==> src/design/hsv_pkg.sv <==
// hsv_pkg: shared types and constants of the hsv to rgb converter
// used by hsv_chan and hsv_to_rgb, no dependencies
package hsv_pkg;

  localparam int unsigned HUE_W   = 16;
  localparam int unsigned Q16_W   = 17;
  localparam int unsigned CHAN_W  = 8;
  localparam int unsigned WRAP_W  = 15;
  localparam int unsigned FRAC_W  = 12;
  localparam int unsigned PROD_W  = Q16_W + FRAC_W;
  localparam int unsigned TERM_W  = 28;
  localparam int unsigned MUL_W   = Q16_W + TERM_W;
  localparam int unsigned SCALE_W = MUL_W + 5;
  localparam int unsigned SHIFT   = 40;
  localparam int unsigned NSTAGE  = 6;

  localparam int unsigned HUE_BIAS    = 46080;
  localparam int unsigned HUE_TURN    = 23040;
  localparam int unsigned SECTOR_SPAN = 3840;
  localparam int unsigned TERM_FULL   = 65536 * SECTOR_SPAN;
  localparam logic [CHAN_W-1:0] CHAN_MAX = 8'd255;

  typedef enum logic [2:0] {
    SECT_RED_YEL = 3'd0,
    SECT_YEL_GRN = 3'd1,
    SECT_GRN_CYN = 3'd2,
    SECT_CYN_BLU = 3'd3,
    SECT_BLU_MAG = 3'd4,
    SECT_MAG_RED = 3'd5
  } hsv_sector_e;

  typedef struct packed {
    logic prod;
    logic term;
    logic mul;
  } hsv_adv_t;

endpackage

==> src/design/hsv_chan.sv <==
// hsv_chan: one output channel, v * (1 - s*m/3840) scaled by 255, clamped
// three register stages: s*m product, term with sign check, v*term product
// depends on hsv_pkg
module hsv_chan (
  input  logic                                clk_i,
  input  hsv_pkg::hsv_adv_t                   adv_i,
  input  logic [hsv_pkg::Q16_W-1:0]           sat_i,
  input  logic [hsv_pkg::FRAC_W-1:0]          m_i,
  input  logic [hsv_pkg::Q16_W-1:0]           val_i,
  output logic [hsv_pkg::CHAN_W-1:0]         chan_o
);

  logic [hsv_pkg::PROD_W-1:0]   prod_q;
  logic signed [hsv_pkg::PROD_W:0] term_full;
  logic                          term_pos;
  logic [hsv_pkg::TERM_W-1:0]   term_d, term_q;
  logic [hsv_pkg::MUL_W-1:0]    mul_q;
  logic [hsv_pkg::SCALE_W-1:0]  scaled;

  always_ff @(posedge clk_i) begin
    if (adv_i.prod) begin
      prod_q <= hsv_pkg::PROD_W'(sat_i * m_i);
    end
  end

  // term goes negative when s*m/3840 exceeds one, and is then clamped to zero
  always_comb begin
    term_full = (hsv_pkg::PROD_W+1)'(hsv_pkg::TERM_FULL) - {1'b0, prod_q};
    term_pos  = !term_full[hsv_pkg::PROD_W] && (term_full != '0);
    term_d    = term_pos ? term_full[hsv_pkg::TERM_W-1:0] : '0;
  end

  always_ff @(posedge clk_i) begin
    if (adv_i.term) begin
      term_q <= term_d;
    end
  end

  always_ff @(posedge clk_i) begin
    if (adv_i.mul) begin
      mul_q <= hsv_pkg::MUL_W'(val_i * term_q);
    end
  end

  // 255 / (3840 * 2^32) = 17 / 2^40
  always_comb begin
    scaled = {1'b0, mul_q, 4'b0000} + hsv_pkg::SCALE_W'(mul_q);
    if (|scaled[hsv_pkg::SCALE_W-1:hsv_pkg::SHIFT+hsv_pkg::CHAN_W]) begin
      chan_o = hsv_pkg::CHAN_MAX;
    end else begin
      chan_o = scaled[hsv_pkg::SHIFT+hsv_pkg::CHAN_W-1:hsv_pkg::SHIFT];
    end
  end

endmodule

==> src/design/hsv_to_rgb.sv <==
// hsv_to_rgb: hsv pixel to 8-bit rgb converter, six-stage pipeline
// each input transfer reaches output valid through the stage chain, one pixel per cycle while out_stall_i is low
// stage chain: hue wrap, sector split, s*m, term, v*term, scale and sector select
// each stage advances when empty or when the next one advances
// reset clears the stage valid bits only, payload registers are not reset
// depends on hsv_pkg and hsv_chan
module hsv_to_rgb (
  input  logic                               clk_i,
  input  logic                               rst_ni,
  input  logic                               in_valid_i,
  output logic                               in_stall_o,
  input  logic signed [hsv_pkg::HUE_W-1:0]   hue_i,
  input  logic [hsv_pkg::Q16_W-1:0]          saturation_i,
  input  logic [hsv_pkg::Q16_W-1:0]          brightness_i,
  output logic                               out_valid_o,
  input  logic                               out_stall_i,
  output logic [hsv_pkg::CHAN_W-1:0]         red_o,
  output logic [hsv_pkg::CHAN_W-1:0]         green_o,
  output logic [hsv_pkg::CHAN_W-1:0]         blue_o
);

  localparam int unsigned N = hsv_pkg::NSTAGE;

  logic [N-1:0] vld_d, vld_q, en;
  hsv_pkg::hsv_adv_t adv;

  logic [hsv_pkg::Q16_W-1:0]   hx;
  logic [hsv_pkg::WRAP_W-1:0]  hw_d, hw_q;
  logic [hsv_pkg::Q16_W-1:0]   s0_q, v0_q, s1_q, v1_q, v2_q, v3_q;
  hsv_pkg::hsv_sector_e        sect_d, sect1_q, sect2_q, sect3_q, sect4_q;
  logic [hsv_pkg::FRAC_W-1:0]  k_d, k_q, mt;
  logic [hsv_pkg::CHAN_W-1:0]  cv, cp, cq, ct;
  logic [hsv_pkg::CHAN_W-1:0]  red_d, green_d, blue_d, red_q, green_q, blue_q;

  // stage enables
  always_comb begin
    en[N-1] = !vld_q[N-1] || !out_stall_i;
    for (int i = N - 2; i >= 0; i--) begin
      en[i] = !vld_q[i] || en[i+1];
    end
    vld_d[0] = en[0] ? in_valid_i : vld_q[0];
    for (int i = 1; i < N; i++) begin
      vld_d[i] = en[i] ? vld_q[i-1] : vld_q[i];
    end
  end

  always_ff @(posedge clk_i or negedge rst_ni) begin
    if (!rst_ni) begin
      vld_q <= '0;
    end else begin
      vld_q <= vld_d;
    end
  end

  assign in_stall_o  = !en[0];
  assign out_valid_o = vld_q[N-1];

  // stage 0: wrap hue into one turn
  always_comb begin
    hx = hsv_pkg::Q16_W'({hue_i[hsv_pkg::HUE_W-1], hue_i}) + hsv_pkg::Q16_W'(hsv_pkg::HUE_BIAS);
    if (hx >= hsv_pkg::Q16_W'(3 * hsv_pkg::HUE_TURN)) begin
      hw_d = hsv_pkg::WRAP_W'(hx - hsv_pkg::Q16_W'(3 * hsv_pkg::HUE_TURN));
    end else if (hx >= hsv_pkg::Q16_W'(2 * hsv_pkg::HUE_TURN)) begin
      hw_d = hsv_pkg::WRAP_W'(hx - hsv_pkg::Q16_W'(2 * hsv_pkg::HUE_TURN));
    end else if (hx >= hsv_pkg::Q16_W'(hsv_pkg::HUE_TURN)) begin
      hw_d = hsv_pkg::WRAP_W'(hx - hsv_pkg::Q16_W'(hsv_pkg::HUE_TURN));
    end else begin
      hw_d = hsv_pkg::WRAP_W'(hx);
    end
  end

  always_ff @(posedge clk_i) begin
    if (en[0]) begin
      hw_q <= hw_d;
      s0_q <= saturation_i;
      v0_q <= brightness_i;
    end
  end

  // stage 1: sector and fraction
  always_comb begin
    if (hw_q >= hsv_pkg::WRAP_W'(5 * hsv_pkg::SECTOR_SPAN)) begin
      sect_d = hsv_pkg::SECT_MAG_RED;
      k_d    = hsv_pkg::FRAC_W'(hw_q - hsv_pkg::WRAP_W'(5 * hsv_pkg::SECTOR_SPAN));
    end else if (hw_q >= hsv_pkg::WRAP_W'(4 * hsv_pkg::SECTOR_SPAN)) begin
      sect_d = hsv_pkg::SECT_BLU_MAG;
      k_d    = hsv_pkg::FRAC_W'(hw_q - hsv_pkg::WRAP_W'(4 * hsv_pkg::SECTOR_SPAN));
    end else if (hw_q >= hsv_pkg::WRAP_W'(3 * hsv_pkg::SECTOR_SPAN)) begin
      sect_d = hsv_pkg::SECT_CYN_BLU;
      k_d    = hsv_pkg::FRAC_W'(hw_q - hsv_pkg::WRAP_W'(3 * hsv_pkg::SECTOR_SPAN));
    end else if (hw_q >= hsv_pkg::WRAP_W'(2 * hsv_pkg::SECTOR_SPAN)) begin
      sect_d = hsv_pkg::SECT_GRN_CYN;
      k_d    = hsv_pkg::FRAC_W'(hw_q - hsv_pkg::WRAP_W'(2 * hsv_pkg::SECTOR_SPAN));
    end else if (hw_q >= hsv_pkg::WRAP_W'(hsv_pkg::SECTOR_SPAN)) begin
      sect_d = hsv_pkg::SECT_YEL_GRN;
      k_d    = hsv_pkg::FRAC_W'(hw_q - hsv_pkg::WRAP_W'(hsv_pkg::SECTOR_SPAN));
    end else begin
      sect_d = hsv_pkg::SECT_RED_YEL;
      k_d    = hsv_pkg::FRAC_W'(hw_q);
    end
  end

  always_ff @(posedge clk_i) begin
    if (en[1]) begin
      sect1_q <= sect_d;
      k_q     <= k_d;
      s1_q    <= s0_q;
      v1_q    <= v0_q;
    end
  end

  assign mt = hsv_pkg::FRAC_W'(hsv_pkg::SECTOR_SPAN) - k_q;

  always_ff @(posedge clk_i) begin
    if (en[2]) begin
      sect2_q <= sect1_q;
      v2_q    <= v1_q;
    end
    if (en[3]) begin
      sect3_q <= sect2_q;
      v3_q    <= v2_q;
    end
    if (en[4]) begin
      sect4_q <= sect3_q;
    end
  end

  // stages 2 to 4: channel terms
  assign adv.prod = en[2];
  assign adv.term = en[3];
  assign adv.mul  = en[4];

  hsv_chan u_chan_v (
    .clk_i  (clk_i),
    .adv_i  (adv),
    .sat_i  (s1_q),
    .m_i    ('0),
    .val_i  (v3_q),
    .chan_o (cv)
  );

  hsv_chan u_chan_p (
    .clk_i  (clk_i),
    .adv_i  (adv),
    .sat_i  (s1_q),
    .m_i    (hsv_pkg::FRAC_W'(hsv_pkg::SECTOR_SPAN)),
    .val_i  (v3_q),
    .chan_o (cp)
  );

  hsv_chan u_chan_q (
    .clk_i  (clk_i),
    .adv_i  (adv),
    .sat_i  (s1_q),
    .m_i    (k_q),
    .val_i  (v3_q),
    .chan_o (cq)
  );

  hsv_chan u_chan_t (
    .clk_i  (clk_i),
    .adv_i  (adv),
    .sat_i  (s1_q),
    .m_i    (mt),
    .val_i  (v3_q),
    .chan_o (ct)
  );

  // stage 5: pick channels by sector
  always_comb begin
    case (sect4_q)
      hsv_pkg::SECT_RED_YEL: begin
        red_d = cv; green_d = ct; blue_d = cp;
      end
      hsv_pkg::SECT_YEL_GRN: begin
        red_d = cq; green_d = cv; blue_d = cp;
      end
      hsv_pkg::SECT_GRN_CYN: begin
        red_d = cp; green_d = cv; blue_d = ct;
      end
      hsv_pkg::SECT_CYN_BLU: begin
        red_d = cp; green_d = cq; blue_d = cv;
      end
      hsv_pkg::SECT_BLU_MAG: begin
        red_d = ct; green_d = cp; blue_d = cv;
      end
      default: begin
        red_d = cv; green_d = cp; blue_d = cq;
      end
    endcase
  end

  always_ff @(posedge clk_i) begin
    if (en[5]) begin
      red_q   <= red_d;
      green_q <= green_d;
      blue_q  <= blue_d;
    end
  end

  assign red_o   = red_q;
  assign green_o = green_q;
  assign blue_o  = blue_q;

  a_no_stall_free_path : assert property (@(posedge clk_i) disable iff (!rst_ni)
    !out_stall_i |-> !in_stall_o)
    else $error("input stalled while output is free");

  a_hue_wrapped : assert property (@(posedge clk_i) disable iff (!rst_ni)
    vld_q[0] |-> (hw_q < hsv_pkg::WRAP_W'(hsv_pkg::HUE_TURN)))
    else $error("wrapped hue out of range");

  a_frac_range : assert property (@(posedge clk_i) disable iff (!rst_ni)
    vld_q[1] |-> (k_q < hsv_pkg::FRAC_W'(hsv_pkg::SECTOR_SPAN)))
    else $error("sector fraction out of range");

  a_value_largest : assert property (@(posedge clk_i) disable iff (!rst_ni)
    vld_q[4] |-> (cv >= cp) && (cv >= cq) && (cv >= ct))
    else $error("value channel below another channel");

endmodule
==> config.mk <==
export PLATFORM = sky130hd
export DESIGN_NAME = hsv_to_rgb
export DESIGN_NICKNAME = d
export VERILOG_FILES = /design/src/design/hsv_pkg.sv /design/src/design/hsv_chan.sv /design/src/design/hsv_to_rgb.sv
export SDC_FILE = /design/constraint.sdc
export NUM_CORES = 2
export LEC_CHECK = 0
export BUFFER_PORTS_ARGS = -buffer_cell sky130_fd_sc_hd__buf_4
export CAP_MARGIN = 5
export CORE_MARGIN = 5
export CORE_UTILIZATION = 65
export DETAILED_ROUTE_END_ITERATION = 10
export GPL_ROUTABILITY_DRIVEN = 1
export HOLD_SLACK_MARGIN = 0.1
export PLACE_DENSITY = 0.82
export SYNTH_ARGS = -nofsm -noshare
export SYNTH_HDL_FRONTEND = slang
export SYNTH_SLANG_ARGS = --single-unit
==> constraint.sdc <==
create_clock -name clk_i -period 7.66 [get_ports clk_i]
set_input_delay 0.766 -clock clk_i [delete_from_list [all_inputs] [get_ports clk_i]]
set_output_delay 0.766 -clock clk_i [all_outputs]
set_load 0.03 [all_outputs]
---- Word-level counts from Yosys, hierarchy flattened ----
Index checks and enable logic that the tools add are counted.
storage, ports and cells
  bits in registers ....................... 514
  word-level logic and storage cells ...... 120
  output and inout bits ................... 26
  input port bits ......................... 54
operators by class
  reduce and logical (&&, ||, !) cells .... 33
  $add $sub $neg .......................... 17
  magnitude comparators ................... 8
  eq/ne operators ......................... 4
  multipliers ............................. 7
  mux-type cells .......................... 19
operators with widths
  operator                  number
  $add A49 B45 Y50          4
  $mul A17 B28 Y45          3
  $reduce_bool A30 Y1       3
  $sub A28 B29 Y30 const A  3
  $pmux W8 S3               3
  $mux W12                  5
  $sub A12 B12 Y12 const B  5
  $mul A17 B12 Y29          2
  $mux W15                  3
  $mul A17 B4 Y21 const B   2
  $mux W8                   4
  $ge A15 B14 Y1 const B    2
  $reduce_or A2 Y1          9
  $add A17 B16 Y17 const B  1
  $ge A17 B15 Y1 const B    1
  $ge A17 B16 Y1 const B    1
  $ge A17 B17 Y1 const B    1
  $ge A15 B12 Y1 const B    1
  $ge A15 B13 Y1 const B    1
  $ge A15 B15 Y1 const B    1
  $sub A15 B12 Y15 const B  1
  $sub A15 B14 Y15 const B  1
  $sub A15 B15 Y15 const B  1
  $sub A12 B12 Y12 const A  1
  9 further kinds           29

---- Logic depth before layout (Yosys ltp) ----
  depth after elaboration ................. 8
  depth in mapped cells ................... 31
  gate-level depth less buffers ........... 27

---- Hierarchy ----
Synthesis repeated with hierarchy kept, for this count alone.
unflattened totals
  cell total of the unflattened synthesis .. 12439
  area total of the unflattened synthesis .. 114701.3 um2
by module, submodules not included
  module               cells an instance  times used  sequential area each (um2)  area an instance (um2)
  hsv_chan (u_chan_q)  3003               1           3062.9                      27029.7
  hsv_chan (u_chan_t)  3002               1           3062.9                      26883.3
  hsv_chan (u_chan_v)  2963               1           3062.9                      26740.6
  hsv_chan (u_chan_p)  2937               1           3062.9                      26669.3
  hsv_to_rgb           534                1           5104.9                      7378.3

---- Worst setup path before layout ----
Ideal clock, no wire load.
  path kind ............................... flip-flop to flip-flop
  start point ............................. register k_q[0] in the netlist's numbering
  end point ............................... register u_chan_t.prod_q[28] in the netlist's numbering (data pin)
  cell stages (with the launch flop) ...... 29
  setup time .............................. 0.261 ns
  slack ................................... 0.759 ns
  data arrival time ....................... 6.640 ns
  buffers on the path ..................... 4
  period minus slack after synthesis ...... 6.901 ns
  cells stage by stage .................... edfxtp_1 -> clkbuf_1 -> buf_1 -> inv_1 -> ha_1 -> nand2_1 -> xor2_1 -> clkbuf_1 -> nand2_1 -> fa_1 -> fa_1 -> inv_1 -> fa_1 -> fa_1 -> inv_1 -> fa_1 -> inv_1 -> ha_1 -> clkbuf_1 -> and4_1 -> o311a_1 -> o21a_1 -> a41oi_1 -> a211oi_1 -> o21ai_0 -> a21oi_1 -> a21oi_1 -> o21ai_0 -> xnor2_1
on the way
  longest elaborated chain between the ends .. 2
ends and longest elaborated chain
  item                    RTL line           source
  start, declared         hsv_to_rgb.sv:31   logic [hsv_pkg::FRAC_W-1:0] k_d, k_q, mt;
  start signal, assigned  hsv_to_rgb.sv:106  k_q <= k_d;
  $sub A12 B12 Y12        hsv_to_rgb.sv:112  assign mt = hsv_pkg::FRAC_W'(hsv_pkg::SECTOR_SPAN) - k_q;
  $mul A17 B12 Y29        hsv_chan.sv:22     prod_q <= hsv_pkg::PROD_W'(sat_i * m_i);
  end signal, assigned    hsv_chan.sv:22
  end, declared           hsv_chan.sv:13     logic [hsv_pkg::PROD_W-1:0] prod_q;
No other way between the ends.
A chain may end at the register's enable or synchronous reset.

---- Worst setup path after layout ----
  start point ............................. register v3_q[14] in the netlist's numbering
  end point ............................... register u_chan_q.mul_q[44] in the netlist's numbering (data pin)
on the way
  longest elaborated chain between the ends .. 1
ends and longest elaborated chain
  item                    RTL line           source
  start, declared         hsv_to_rgb.sv:29   logic [hsv_pkg::Q16_W-1:0] s0_q, v0_q, s1_q, v1_q, v2_q, v3_q;
  start signal, assigned  hsv_to_rgb.sv:121  v3_q <= v2_q;
  $mul A17 B28 Y45        hsv_chan.sv:41     mul_q <= hsv_pkg::MUL_W'(val_i * term_q);
  end signal, assigned    hsv_chan.sv:41
  end, declared           hsv_chan.sv:17     logic [hsv_pkg::MUL_W-1:0] mul_q;
No other way between the ends.

==> implementation parameters <==
Parameter                              Value

Status
  Run status    finished clean

Worst setup path
  Critical path capture point type    register
  CP Cell Sequence    buf_12, nand2_1, fa_1, inv_1, fa_1, inv_1, fa_1, inv_1, fa_1, inv_1, fa_1, fa_1, inv_1, ha_1, nand4_1, or4_1, o21ai_0, a21oi_1, o211ai_1, a21oi_1, xnor2_1
  Worst path most repeated cell    fa_1
  Maximum fanout count along the critical path    38
  Length in cells of the worst reg-to-reg path    21
  Worst EP required    8.04 ns
  Buf/Inv on CP    6
  Critical path class    reg2reg
  Largest stage delay on the critical path    1.04 ns
  Crit path arrival time    7.73 ns
  CP top delay family    adder cells
  CP startpoint    v3_q[14]$_DFFE_PP_
  Sort of element at the start of the critical path    register
  Worst-path cell with the longest stage delay    edfxtp_1
  Cell depth of the worst setup path    21
  Startpoint of the worst-slack reg-to-reg timing path    v3_q[14]$_DFFE_PP_

Clock network
  Buffer count from post-CTS setup fixing    0
  Maximum clock insertion buffer count    3
  Buffer type at the clock tree root    clkbuf_16
  Clk pin slew, worst setup/hold paths    0.06 ns
  TritonCTS clock tree    done
  Num Clock Sinks    473
  Clock insertion delay at the later pin of the skew report    0.67 ns
  Total CTS buffers    53
  CTS HTree Levels    2

Layout
  Area Growth Syn to Fin    5.56%
  Number of nets in the layout    10,400
  Share of layout cells above drive strength 1    4.45%
  Filler Cells Inserted    8,777
  Finished Layout Cells    9,901

Drt
  DRC violations left    0
  Number of optimization iterations in the first detailed-route pass    8
  Starting DRC count in detailed routing    4,865
  Vias    57,700
  Avg Vias per Cell    5.83
  Total wirelength of the detailed-routed design    190,000 um
  Antenna Nets Post-Route    0
  Routed wirelength normalized by instance count    19.2 um

Placed design
  HPWL reported at the end of detailed placement    152,000 um
  RePlAce Congestion    0.949
  Number of placed instances, taps included    9,798
  Total of buffers placed on input and output ports    79

Yosys
  Yosys warning count    0
  Flip-flop cell with the highest count after synthesis    edfxtp_1
  Dominant cell type by area after synthesis    fa_1
  Number of distinct standard cells referenced by the synthesized netlist    79
  Synthesis-stage register bit count    473
  Post-Syn Nets    10,500
  Sequential-to-total area share from yosys stat    18.0%
  Post-synth top area share    35.9%
  Number of cells produced by synthesis    8,337
  Summed instance area of the synthesized netlist    78,600 sq um
  Post-Synthesis Mean Instance Area    9.43 sq um
  Number of flops mapped to enable cells by yosys    467
  Top area cells in the synthesized netlist    fa_1 36%, edfxtp_1 18%, ha_1 11%
  Post-synth ARST share    1.27%

Floorplanning
  Core area    120,000 sq um
  Cell row count    127
  Initial Util    65.5%
  Die height    358 um
  Die outline area    128,000 sq um
  Die W    358 um
  Count of boundary I/O pins    80

Global routing
  All-layer global routing usage    30.7%
  Wire length of the first global-routing pass    316,000 um
  Maximum number of pins on one net before global-route repair    81
  Grt ovf    0
  Initial antenna violation count    5
  Via count of the first global-routing pass    62,400

Timing
  Unrepaired setup endpoints after global routing    no
  Max Freq    136 MHz
  Count of final max-slew check failures    0
  Count of endpoints failing hold in the final timing report    0
  Fin Hold WS    0.270 ns
  Portion of the clock cycle consumed by the worst path in the final layout    96.0%
  Setup clock skew after layout    0.0426 ns
  Worst Tran Pin Value    1.14 ns
  Final-report setup violation count    0
  Crit path time final    7.35 ns
  Worst-case headroom to the max-slew limit    22.9%
  Final sum of negative setup slack    0 ns

Worst hold path
  Start point of the worst min-delay path    brightness_i[13]
  Hold WC Path Type    in2reg
  Number of stages on the worst hold path    1

Run
  Max capacitance violation total    0
cell usage in the layout (no fill, tap or decap), drive strengths merged, types with 80 or more instances in the layout:
cell and n:
a21o 80, a21oi 265, and2 536, buf 215
edfxtp 467, fa 1409, ha 679, inv 1741
nand2 1375, nor2 197, o21ai 146, xnor2 183
xor2 92
what timing repair did:
item                                   CTS  global route
resized for setup                        0             2
setup endpoints to repair                0             3
hold buffers                             1             0
endpoints found under the hold margin    6             0
metrics by stage:
| step | instance area (sq um) | util (%) | worst slack (ns) |
|---|---|---|---|
| 3_3_place_gp | 81100 | 67.5 | 0.425 |
| 6_report | 83000 | 69.1 | 0.308 |
| 2_1_floorplan | 78600 | - | 0.759 |
| 5_1_grt | 83000 | 69.1 | 0.0912 |
| 3_5_place_dp | 81100 | 67.5 | 0.275 |
| 4_1_cts | 83000 | 69.1 | 0.201 |
Yosys cell counts (75+ instances only):
cell type and n:
a21o_1 80, a21oi_1 265, and2_1 536, clkbuf_1 350, edfxtp_1 467, fa_1 1409, ha_1 679, inv_1 1734
nand2_1 1375, nand3_1 78, nor2_1 197, nor3_1 75, o21ai_0 145, xnor2_1 183, xor2_1 92
logic make-up after synthesis:
| logic type | after synthesis | synth area share [%] |
|---|---|---|
| AO/OA/AOI/OAI | 809 | 6.57 |
| XOR/XNOR | 275 | 3.06 |
| adder cells (fa/ha/maj) | 2088 | 46.7 |
| buffers and inverters | 2100 | 10.0 |
| flip-flops | 473 | 18.0 |
| multiplexers | 16 | 0.218 |
| AND/OR/NAND/NOR | 2576 | 15.4 |
cell type report:
cell class	count	area, sq um	share of cell area [%]
Inverter	1734	6520	7.85
Antenna cell	3	7.51	0.00904
Timing Repair Buffer	216	1800	2.17
Tap cell	1612	2020	2.43
Multi-Input combinational cell	5764	56600	68.2
Sequential cell	473	14200	17.1
Clock buffer	59	1400	1.69
Clock inverter	40	503	0.606
metal layers:
metal	vias up	track usage, %	share of wire [%]
met5	-	0	0.018
met4	6	12.1	4.5
met3	662	7.01	9.7
met2	2853	51.9	48
met1	28500	38.9	38
li1	25600	-	-
path summary, 6_finish.rpt:
path	endpoint	slack [ns]
max	u_chan_q.mul_q[44]$_DFFE_PP_	0.31
min	v0_q[13]$_DFFE_PN_	0.27
max reg2reg	u_chan_q.mul_q[44]$_DFFE_PP_	0.31
min reg2reg	v1_q[15]$_DFFE_PP_	0.42
max in group asynchronous	vld_q[5]$_DFFE_PN0P_	6.99
min in group asynchronous	vld_q[0]$_DFFE_PN0N_	0.49
worst register-to-register path: stages, from the launching register on:
cell	delay [ns]
edfxtp_1	1.04
buf_12	0.33
nand2_1	0.12
fa_1	0.59
inv_1	0.06
fa_1	0.47
inv_1	0.06
fa_1	0.50
inv_1	0.06
fa_1	0.48
inv_1	0.05
fa_1	0.45
fa_1	0.50
inv_1	0.04
ha_1	0.39
nand4_1	0.20
or4_1	0.54
o21ai_0	0.44
a21oi_1	0.27
o211ai_1	0.25
a21oi_1	0.11
xnor2_1	0.13
flip-flops by register name, summed over array words and instances, names as in the netlist, 12 cells and up:
register,cells
hw_q,15
u_chan_t.term_q,28
k_q,12
u_chan_t.mul_q,45
u_chan_t.prod_q,28
u_chan_p.term_q,20
u_chan_q.prod_q,29
u_chan_q.term_q,28
u_chan_p.mul_q,37
s1_q,17
v1_q,17
v3_q,17
u_chan_q.mul_q,45
v2_q,17
s0_q,17
v0_q,17
u_chan_p.prod_q,21
u_chan_v.mul_q,21
Power is not shown: default switching activity piles up to over one toggle a cycle in this logic, so the estimate is an artifact.
